===== src/rtl/core/assert_macros.svh =====
// ---------------------------------------------------------------------------
// Assertion macros
// Concurrent assertion wrappers shared by the rasteriser core modules.
// ---------------------------------------------------------------------------
`ifndef ASSERT_MACROS_SVH
`define ASSERT_MACROS_SVH

`ifndef NO_ASSERTIONS

// checked while out of reset
`define ASSERT_SYNC(lbl, clk, rst, prop) \
  lbl: assert property (@(posedge clk) disable iff (rst) prop) \
    else $error("assertion failed");

// checked on every edge, reset included
`define ASSERT_ALWAYS(lbl, clk, prop) \
  lbl: assert property (@(posedge clk) prop) \
    else $error("assertion failed");

`else

`define ASSERT_SYNC(lbl, clk, rst, prop)
`define ASSERT_ALWAYS(lbl, clk, prop)

`endif

`endif


===== src/rtl/core/mlr_pkg.sv =====
// ---------------------------------------------------------------------------
// mlr_pkg
// Shared types and constants of the midpoint line rasteriser core.
// ---------------------------------------------------------------------------
package mlr_pkg;

  localparam int FIELD_BITS     = 6;
  localparam int COLOR_BITS     = 24;
  localparam int QUEUE_DEPTH    = 2;
  localparam int QUEUE_PTR_BITS = 1;
  localparam int QUEUE_CNT_BITS = 2;

  typedef enum logic {
    BACK_IDLE,
    BACK_RUN
  } back_state_t;

  typedef struct packed {
    logic full;
    logic not_empty;
  } qstat_t;

  // packed segment word: sx, sy, colour, major, three decision terms, three flags
  function automatic int seg_bits(input int cb);
    return 6 * cb + 36;
  endfunction

endpackage


===== src/rtl/core/mlr_front.sv =====
// ---------------------------------------------------------------------------
// mlr_front
// Classifies a segment: deltas, octant, major axis and decision terms.
// ---------------------------------------------------------------------------
module mlr_front #(
  parameter int COORD_BITS = 6
) (
  input  logic [mlr_pkg::FIELD_BITS-1:0]           start_x,
  input  logic [mlr_pkg::FIELD_BITS-1:0]           start_y,
  input  logic [mlr_pkg::FIELD_BITS-1:0]           end_x,
  input  logic [mlr_pkg::FIELD_BITS-1:0]           end_y,
  input  logic [mlr_pkg::COLOR_BITS-1:0]           pixel_color,
  output logic [mlr_pkg::seg_bits(COORD_BITS)-1:0] seg_word
);

  localparam int CB = COORD_BITS;
  localparam int DW = COORD_BITS + 3;

  typedef struct packed {
    logic [CB-1:0]                   sx;
    logic [CB-1:0]                   sy;
    logic [mlr_pkg::COLOR_BITS-1:0]  color;
    logic [CB-1:0]                   major;
    logic signed [DW-1:0]            dec;
    logic signed [DW-1:0]            inc_diag;
    logic signed [DW-1:0]            inc_straight;
    logic                            steep;
    logic                            step_x_pos;
    logic                            step_y_pos;
  } seg_t;

  seg_t seg;

  logic [CB-1:0]        sx, sy, ex, ey;
  logic [CB-1:0]        adx, ady, major, minor;
  logic                 x_pos, y_pos, steep;
  logic signed [DW-1:0] major_e, minor_e;

  always_comb begin
    sx      = start_x[CB-1:0];
    sy      = start_y[CB-1:0];
    ex      = end_x[CB-1:0];
    ey      = end_y[CB-1:0];
    x_pos   = ex > sx;
    y_pos   = ey > sy;
    adx     = x_pos ? ex - sx : sx - ex;
    ady     = y_pos ? ey - sy : sy - ey;
    steep   = ady > adx;
    major   = steep ? ady : adx;
    minor   = steep ? adx : ady;
    major_e = DW'(major);
    minor_e = DW'(minor);

    seg.sx           = sx;
    seg.sy           = sy;
    seg.color        = pixel_color;
    seg.major        = major;
    seg.dec          = (minor_e <<< 1) - major_e;
    seg.inc_diag     = (minor_e - major_e) <<< 1;
    seg.inc_straight = minor_e <<< 1;
    seg.steep        = steep;
    seg.step_x_pos   = x_pos;
    seg.step_y_pos   = y_pos;
  end

  assign seg_word = seg;

endmodule


===== src/rtl/core/mlr_queue.sv =====
// ---------------------------------------------------------------------------
// mlr_queue
// Two-entry queue of classified segments between front and back.
// ---------------------------------------------------------------------------
`include "assert_macros.svh"

module mlr_queue #(
  parameter int WIDTH = 72
) (
  input  logic               clk,
  input  logic               rst,
  input  logic               push,
  input  logic [WIDTH-1:0]   din,
  input  logic               pop,
  output logic [WIDTH-1:0]   dout,
  output mlr_pkg::qstat_t    status
);

  localparam int PB = mlr_pkg::QUEUE_PTR_BITS;
  localparam int NB = mlr_pkg::QUEUE_CNT_BITS;

  logic [WIDTH-1:0] entries [mlr_pkg::QUEUE_DEPTH];
  logic [PB-1:0]    wr_ptr, rd_ptr;
  logic [NB-1:0]    count;

  always_ff @(posedge clk) begin
    if (push) begin
      entries[wr_ptr] <= din;
    end
  end

  always_ff @(posedge clk) begin
    if (rst) begin
      wr_ptr <= '0;
      rd_ptr <= '0;
      count  <= '0;
    end else begin
      if (push) begin
        wr_ptr <= (wr_ptr == PB'(mlr_pkg::QUEUE_DEPTH - 1)) ? '0 : wr_ptr + 1'b1;
      end
      if (pop) begin
        rd_ptr <= (rd_ptr == PB'(mlr_pkg::QUEUE_DEPTH - 1)) ? '0 : rd_ptr + 1'b1;
      end
      if (push && !pop) begin
        count <= count + 1'b1;
      end else if (pop && !push) begin
        count <= count - 1'b1;
      end
    end
  end

  assign dout             = entries[rd_ptr];
  assign status.full      = count == NB'(mlr_pkg::QUEUE_DEPTH);
  assign status.not_empty = count != '0;

  `ASSERT_SYNC(a_pop_not_empty, clk, rst, pop |-> count != '0)
  `ASSERT_SYNC(a_fill_tracks, clk, rst, (push && !pop) |=> count == $past(count) + 1'b1)
  `ASSERT_ALWAYS(a_reset_empty, clk, rst |=> count == '0)

endmodule


===== src/rtl/core/mlr_back.sv =====
// ---------------------------------------------------------------------------
// mlr_back
// Midpoint stepper: walks one segment, one pixel word per unstalled cycle.
// ---------------------------------------------------------------------------
`include "assert_macros.svh"

module mlr_back #(
  parameter int COORD_BITS = 6
) (
  input  logic                                     clk,
  input  logic                                     rst,
  input  logic [mlr_pkg::seg_bits(COORD_BITS)-1:0] seg_word,
  input  logic                                     seg_ready,
  output logic                                     seg_pop,
  output logic                                     pix_valid,
  input  logic                                     pix_stall,
  output logic [mlr_pkg::FIELD_BITS-1:0]           pixel_x,
  output logic [mlr_pkg::FIELD_BITS-1:0]           pixel_y,
  output logic [mlr_pkg::COLOR_BITS-1:0]           out_color,
  output logic                                     last_pixel
);

  localparam int CB = COORD_BITS;
  localparam int DW = COORD_BITS + 3;
  localparam int FB = mlr_pkg::FIELD_BITS;

  typedef struct packed {
    logic [CB-1:0]                   sx;
    logic [CB-1:0]                   sy;
    logic [mlr_pkg::COLOR_BITS-1:0]  color;
    logic [CB-1:0]                   major;
    logic signed [DW-1:0]            dec;
    logic signed [DW-1:0]            inc_diag;
    logic signed [DW-1:0]            inc_straight;
    logic                            steep;
    logic                            step_x_pos;
    logic                            step_y_pos;
  } seg_t;

  seg_t seg;
  assign seg = seg_word;

  mlr_pkg::back_state_t state, state_next;

  logic [CB-1:0]                  x, y, cnt;
  logic signed [DW-1:0]           dec, inc_diag, inc_straight;
  logic                           steep, step_x_pos, step_y_pos;
  logic [mlr_pkg::COLOR_BITS-1:0] color;

  logic fire, last, load, step, diag;

  assign fire = (state == mlr_pkg::BACK_RUN) && !pix_stall;
  assign last = cnt == '0;
  assign diag = !dec[DW-1] && (dec != '0);

  always_comb begin
    state_next = state;
    unique case (state)
      mlr_pkg::BACK_IDLE: begin
        if (seg_ready) state_next = mlr_pkg::BACK_RUN;
      end
      mlr_pkg::BACK_RUN: begin
        if (fire && last && !seg_ready) state_next = mlr_pkg::BACK_IDLE;
      end
      default: state_next = mlr_pkg::BACK_IDLE;
    endcase
  end

  always_comb begin
    load = 1'b0;
    step = 1'b0;
    unique case (state)
      mlr_pkg::BACK_IDLE: begin
        load = seg_ready;
      end
      mlr_pkg::BACK_RUN: begin
        load = fire && last && seg_ready;
        step = fire && !last;
      end
      default: begin
        load = 1'b0;
        step = 1'b0;
      end
    endcase
  end

  always_ff @(posedge clk) begin
    if (rst) begin
      state <= mlr_pkg::BACK_IDLE;
    end else begin
      state <= state_next;
    end
  end

  always_ff @(posedge clk) begin
    if (load) begin
      x            <= seg.sx;
      y            <= seg.sy;
      color        <= seg.color;
      cnt          <= seg.major;
      dec          <= seg.dec;
      inc_diag     <= seg.inc_diag;
      inc_straight <= seg.inc_straight;
      steep        <= seg.steep;
      step_x_pos   <= seg.step_x_pos;
      step_y_pos   <= seg.step_y_pos;
    end else if (step) begin
      cnt <= cnt - 1'b1;
      dec <= dec + (diag ? inc_diag : inc_straight);
      if (!steep || diag) begin
        x <= step_x_pos ? x + 1'b1 : x - 1'b1;
      end
      if (steep || diag) begin
        y <= step_y_pos ? y + 1'b1 : y - 1'b1;
      end
    end
  end

  assign seg_pop    = load;
  assign pix_valid  = state == mlr_pkg::BACK_RUN;
  assign pixel_x    = FB'(x);
  assign pixel_y    = FB'(y);
  assign out_color  = color;
  assign last_pixel = last;

  `ASSERT_SYNC(a_load_runs, clk, rst, load |=> state == mlr_pkg::BACK_RUN)
  `ASSERT_SYNC(a_count_down, clk, rst, step |=> cnt == $past(cnt) - 1'b1)
  `ASSERT_SYNC(a_major_moves, clk, rst,
    (step && !steep) |=> x != $past(x))

endmodule


===== src/rtl/core/midpoint_line_rasterizer_core.sv =====
// ---------------------------------------------------------------------------
// midpoint_line_rasterizer_core
// Midpoint line rasteriser, square tile, one pixel word per unstalled cycle.
// ---------------------------------------------------------------------------
// A segment word gives two endpoints and a colour; the core emits every pixel
// from start to end, both endpoints included, and flags the last. A segment
// has max(|dx|, |dy|) + 1 pixels, up to 2^COORD_BITS, walked by the stepper in
// the back end, which produces one pixel per cycle while pix_stall is low. A
// front end classifies each segment on acceptance and parks it in a two-entry
// queue, so new segments are taken while pixels of earlier ones still drain,
// and a segment queued before the last pixel goes follows with no idle cycle.
module midpoint_line_rasterizer_core #(
  parameter int COORD_BITS = 6
) (
  input  logic                           clk,
  input  logic                           rst,
  input  logic                           seg_valid,
  output logic                           seg_stall,
  input  logic [mlr_pkg::FIELD_BITS-1:0] start_x,
  input  logic [mlr_pkg::FIELD_BITS-1:0] start_y,
  input  logic [mlr_pkg::FIELD_BITS-1:0] end_x,
  input  logic [mlr_pkg::FIELD_BITS-1:0] end_y,
  input  logic [mlr_pkg::COLOR_BITS-1:0] pixel_color,
  output logic                           pix_valid,
  input  logic                           pix_stall,
  output logic [mlr_pkg::FIELD_BITS-1:0] pixel_x,
  output logic [mlr_pkg::FIELD_BITS-1:0] pixel_y,
  output logic [mlr_pkg::COLOR_BITS-1:0] out_color,
  output logic                           last_pixel
);

  localparam int SW = mlr_pkg::seg_bits(COORD_BITS);

  logic [SW-1:0]   front_word, queue_word;
  logic            push, pop;
  mlr_pkg::qstat_t qstat;

  assign seg_stall = qstat.full;
  assign push      = seg_valid && !qstat.full;

  mlr_front #(.COORD_BITS(COORD_BITS)) u_front (
    .start_x     (start_x),
    .start_y     (start_y),
    .end_x       (end_x),
    .end_y       (end_y),
    .pixel_color (pixel_color),
    .seg_word    (front_word)
  );

  mlr_queue #(.WIDTH(SW)) u_queue (
    .clk    (clk),
    .rst    (rst),
    .push   (push),
    .din    (front_word),
    .pop    (pop),
    .dout   (queue_word),
    .status (qstat)
  );

  mlr_back #(.COORD_BITS(COORD_BITS)) u_back (
    .clk        (clk),
    .rst        (rst),
    .seg_word   (queue_word),
    .seg_ready  (qstat.not_empty),
    .seg_pop    (pop),
    .pix_valid  (pix_valid),
    .pix_stall  (pix_stall),
    .pixel_x    (pixel_x),
    .pixel_y    (pixel_y),
    .out_color  (out_color),
    .last_pixel (last_pixel)
  );

endmodule

===== config.mk =====
export PLATFORM = sky130hd
export DESIGN_NAME = midpoint_line_rasterizer_core
export DESIGN_NICKNAME = d
export VERILOG_FILES = /design/src/rtl/core/mlr_pkg.sv /design/src/rtl/core/mlr_front.sv /design/src/rtl/core/mlr_queue.sv /design/src/rtl/core/mlr_back.sv /design/src/rtl/core/midpoint_line_rasterizer_core.sv
export VERILOG_INCLUDE_DIRS = /design/src /design/src/rtl/core
export SDC_FILE = /design/constraint.sdc
export NUM_CORES = 1
export LEC_CHECK = 0
export BUFFER_PORTS_ARGS = -buffer_cell sky130_fd_sc_hd__clkbuf_2
export CORE_UTILIZATION = 55
export CTS_BUF_LIST = sky130_fd_sc_hd__clkbuf_8
export CTS_CLUSTER_DIAMETER = 100
export DETAILED_ROUTE_END_ITERATION = 6
export PLACE_DENSITY = 0.74
export RECOVER_POWER = 100
export REMOVE_ABC_BUFFERS = 1
export SKIP_CTS_REPAIR_TIMING = 1
export SLEW_MARGIN = 10
export SYNTH_ARGS = -nofsm -noshare
export SYNTH_HDL_FRONTEND = slang
export SYNTH_HIERARCHICAL = 1
export SYNTH_SLANG_ARGS = --single-unit

===== constraint.sdc =====
create_clock -name clk -period 5.5 [get_ports clk]
set_input_delay 0.275 -clock clk [delete_from_list [all_inputs] [get_ports clk]]
set_output_delay 0.275 -clock clk [all_outputs]
set_load 0.02 [all_outputs]

==> results.md <==
- Initial antenna violation count: 0
- Sw frac: 35.4%
- #FFs+latches synth: 222
- Layout cells sized above 1: 19.2%
- Fin Setup TNS: 0 ns
- Final ANT Viol Nets: 0
- GR Overflow Total: 0
- Core area: 19700 um^2
- WP data arrival: 5.46 ns
- Slowest CP cell: and2_0
- Min-Delay Startpoint: start_x[1]
- Worst path required time: 5.96 ns
- Drt first-iter violations: 333
- Sequence of cells on the critical path: inv_1 > ha_1 > a41o_1 > and2_0 > clkbuf_2 > inv_1 > ha_1 > or3_1 > a21oi_1
- # diodes: 0
- Hold Path Class: primary input to flip-flop
- Post-synth EDFFs: 216
- Vias/cell: 5.32
- Maximum clock frequency: 200 MHz
- Synthesized area per cell: 13.7 um^2
- Max incr delay on CP: 1.83 ns
- Internal power: 0.00478 W
- Post-Syn Instances: 812
- Worst skew pair latency: 0.53 ns
- Worst Hold End: u_queue/entries[0][67]$_DFFE_PP_
- Reg-to-Reg Start: u_back/cnt[0]$_DFFE_PP_
- Post-synthesis cell area: 11100 um^2
- # clock sinks: 222
- Top post-synthesis cells by area: edfxtp_1, mux2_2, ha_1, buf_4, o21ai_0
- P_sw: 0.00262 W
- Final setup vio count: 0
- DRC errors left: 0
- Warnings from Yosys: 6
- Largest area contributor in the netlist: edfxtp_1
- Most frequent cell after synthesis: edfxtp_1
- Routed vias: 6496
- Setup WS pre-CTS: 0.0711 ns
- CP startpoint kind: flip-flop
- # rows: 51
- Cell count after placement: 1118
- Nets: 1036
- Post-route minimum period: 5.00 ns
- Die width: 144 um
- CTS H-Tree Depth: 2
- GRT Total Usage: 19.2%
- Maxcap violations: 5
- Clock Skew: 0.0221 ns
- Worst r2r path cells: 9
- Die extent in y: 144 um
- Final Cell Area: 12500 um^2
- Final Cycle Share: 90.9%
- Dpl hpwl: 12900 um
- Relative slew slack: -134%
- Final Slew Violations: 220
- CTS Root Buffer Type: clkbuf_8
- Clk buf depth: 3
- Clock power share: 19.0%
- Sequential Power Share: 40.8%
- Run status: finished with violations
- Hold Path Depth: 1
- Min Hold Slack: 0.0363 ns
- Number of I/O pins: 91
- First-pass GRT wire length: 31000 um
- Placed cell area: 11600 um^2
- Top FF cell, synth: edfxtp_1
- Area growth from synthesis to layout: 11.8%
- Async SR Flop Fraction: 0%
- CTS clock-pin slew for the worst setup and hold paths: 0.06 ns
- Failing checks: capacitance limit, slew limit
- Sequential area share after synthesis: 59.3%
- Routed WL: 19600 um
- Library cells used by synthesis: 73
- RSZ-0062 raised after global routing: false
- Power per cell area: 594 nW/um^2
- I/O Buffers: 90
- Post-synth top area share: 58.2%
- Final Hold Viols: 0
- Drt pass-1 iters: 5
- Wire per inst: 16.1 um
- Lkg Pwr: 4.66 nW
- Total CTS buffers: 38
- Critical path endpoint category: flip-flop
- Vias in the first global route: 6531
- Final worst slack: 0.501 ns
- Combinational power share: 40.2%
- Critical R2R Capture: u_queue/count[1]$_SDFFE_PP0P_
- Die ar.: 20800 um^2
- Initial Util: 56.7%
- GPL Wtd Cong: 0.881
- Reg2Reg Setup Slack: 0.50 ns
- Post-Layout Cell Count: 1221
- Crit Path Max Fanout: 56
- VDD IR max: 334 uV
- Worst Setup Path Type: flip-flop to flip-flop
- Least-Margin Pin Slew: 3.52 ns
- Most frequent cells after synthesis: edfxtp_1, mux2_2, inv_1
- CTS tree: done
- Largest net degree at the start of global routing: 73
[layout by cell type (no fill, tap or decap), types with 13 or more instances in the layout]
cell             n
clkbuf_8        39
nor2b_1         13
nand2_1         39
inv_1           65
edfxtp_1       216
a21oi_1         34
o21ai_0         44
nor2_1          25
xnor2_1         21
clkbuf_2        24
mux2_2          85
xor2_1          15
clkbuf_1        73
dlygate4sd3_1   33
ha_1            51
a21o_1          14
[through the flow]
stage                     total power (W)  utilization (%)
after floorplan                   0.00524                -
after global placement            0.00596             58.8
after detailed placement          0.00605             58.8
after CTS                         0.00749             62.5
after global routing              0.00793             63.4
final                             0.00740             63.4
[routing by layer]
layer	track usage (%)	vias to the layer above	routed length, um
li1	-	3199	-
met1	24.5	3108	8780
met2	32.5	153	9630
met3	3.68	36	842
met4	7.20	0	371
met5	0	-	0
[flip-flops by register name, indices dropped and copies added, names as in the netlist, named ones only]
register,flops
u_back/step_x_pos,1
u_queue/wr_ptr,1
u_queue/rd_ptr,1
u_back/inc_diag,9
u_queue/count,2
u_back/cnt,6
u_back/pix_valid,1
u_back/inc_straight,9
u_back/pixel_y,6
u_back/dec,9
u_queue/entries,144
u_back/out_color,24
u_back/step_y_pos,1
u_back/pixel_x,6
u_back/steep,1
[cells by family after synthesis]
family | count (synthesis) | share of synthesized area (%)
flops | 222 | 59.3
fa+ha+maj | 59 | 7.08
other cells | 1 | 0.0336
mux | 93 | 9.36
buf+inv | 121 | 6.37
xor+xnor | 36 | 2.83
simple gates | 128 | 6.08
compound gates | 152 | 8.97
[power by group through the flow]
stage	combinational (W)	clock (W)	sequential, W
floorplan	0.00206	0	0.00318
global placement	0.00293	0	0.00302
detailed placement	0.00301	0	0.00304
CTS	0.00303	0.00144	0.00301
global route	0.00332	0.00152	0.00309
finish	0.00298	0.00140	0.00302
[layout make-up]
class | count | area [um^2]
Inverter | 55 | 206
Clock buffer | 39 | 537
Tap cell | 265 | 332
Fill cell | 1557 | 7190
Sequential cell | 222 | 6610
Multi-Input combinational cell | 472 | 3810
Timing Repair Buffer | 137 | 777
Clock inverter | 31 | 193
[worst max-delay path, delay by kind of cell (launching register included)]
family,cells,cell delay [ns]
fa+ha+maj,2,0.54
compound gates,2,0.33
simple gates,2,2.18
buf+inv,3,1.40
flops,1,0.41
[worst max-delay path by stage]
stage / startpoint / to / slack (ns) / cells past startpoint
floorplan: end_x[0] / u_queue/entries[0][19]$_DFFE_PP_ / 0.15 / 23
global placement: end_x[0] / u_queue/entries[0][29]$_DFFE_PP_ / 0.23 / 24
detailed placement: end_x[0] / u_queue/entries[0][19]$_DFFE_PP_ / 0.07 / 25
CTS: end_x[0] / u_queue/entries[0][19]$_DFFE_PP_ / 0.63 / 25
global route: start_x[0] / u_queue/entries[0][27]$_DFFE_PP_ / 0.06 / 26
finish: u_back/cnt[0]$_DFFE_PP_ / u_queue/count[1]$_SDFFE_PP0P_ / 0.50 / 9
Note: power is estimated with default switching activity, not from simulation.
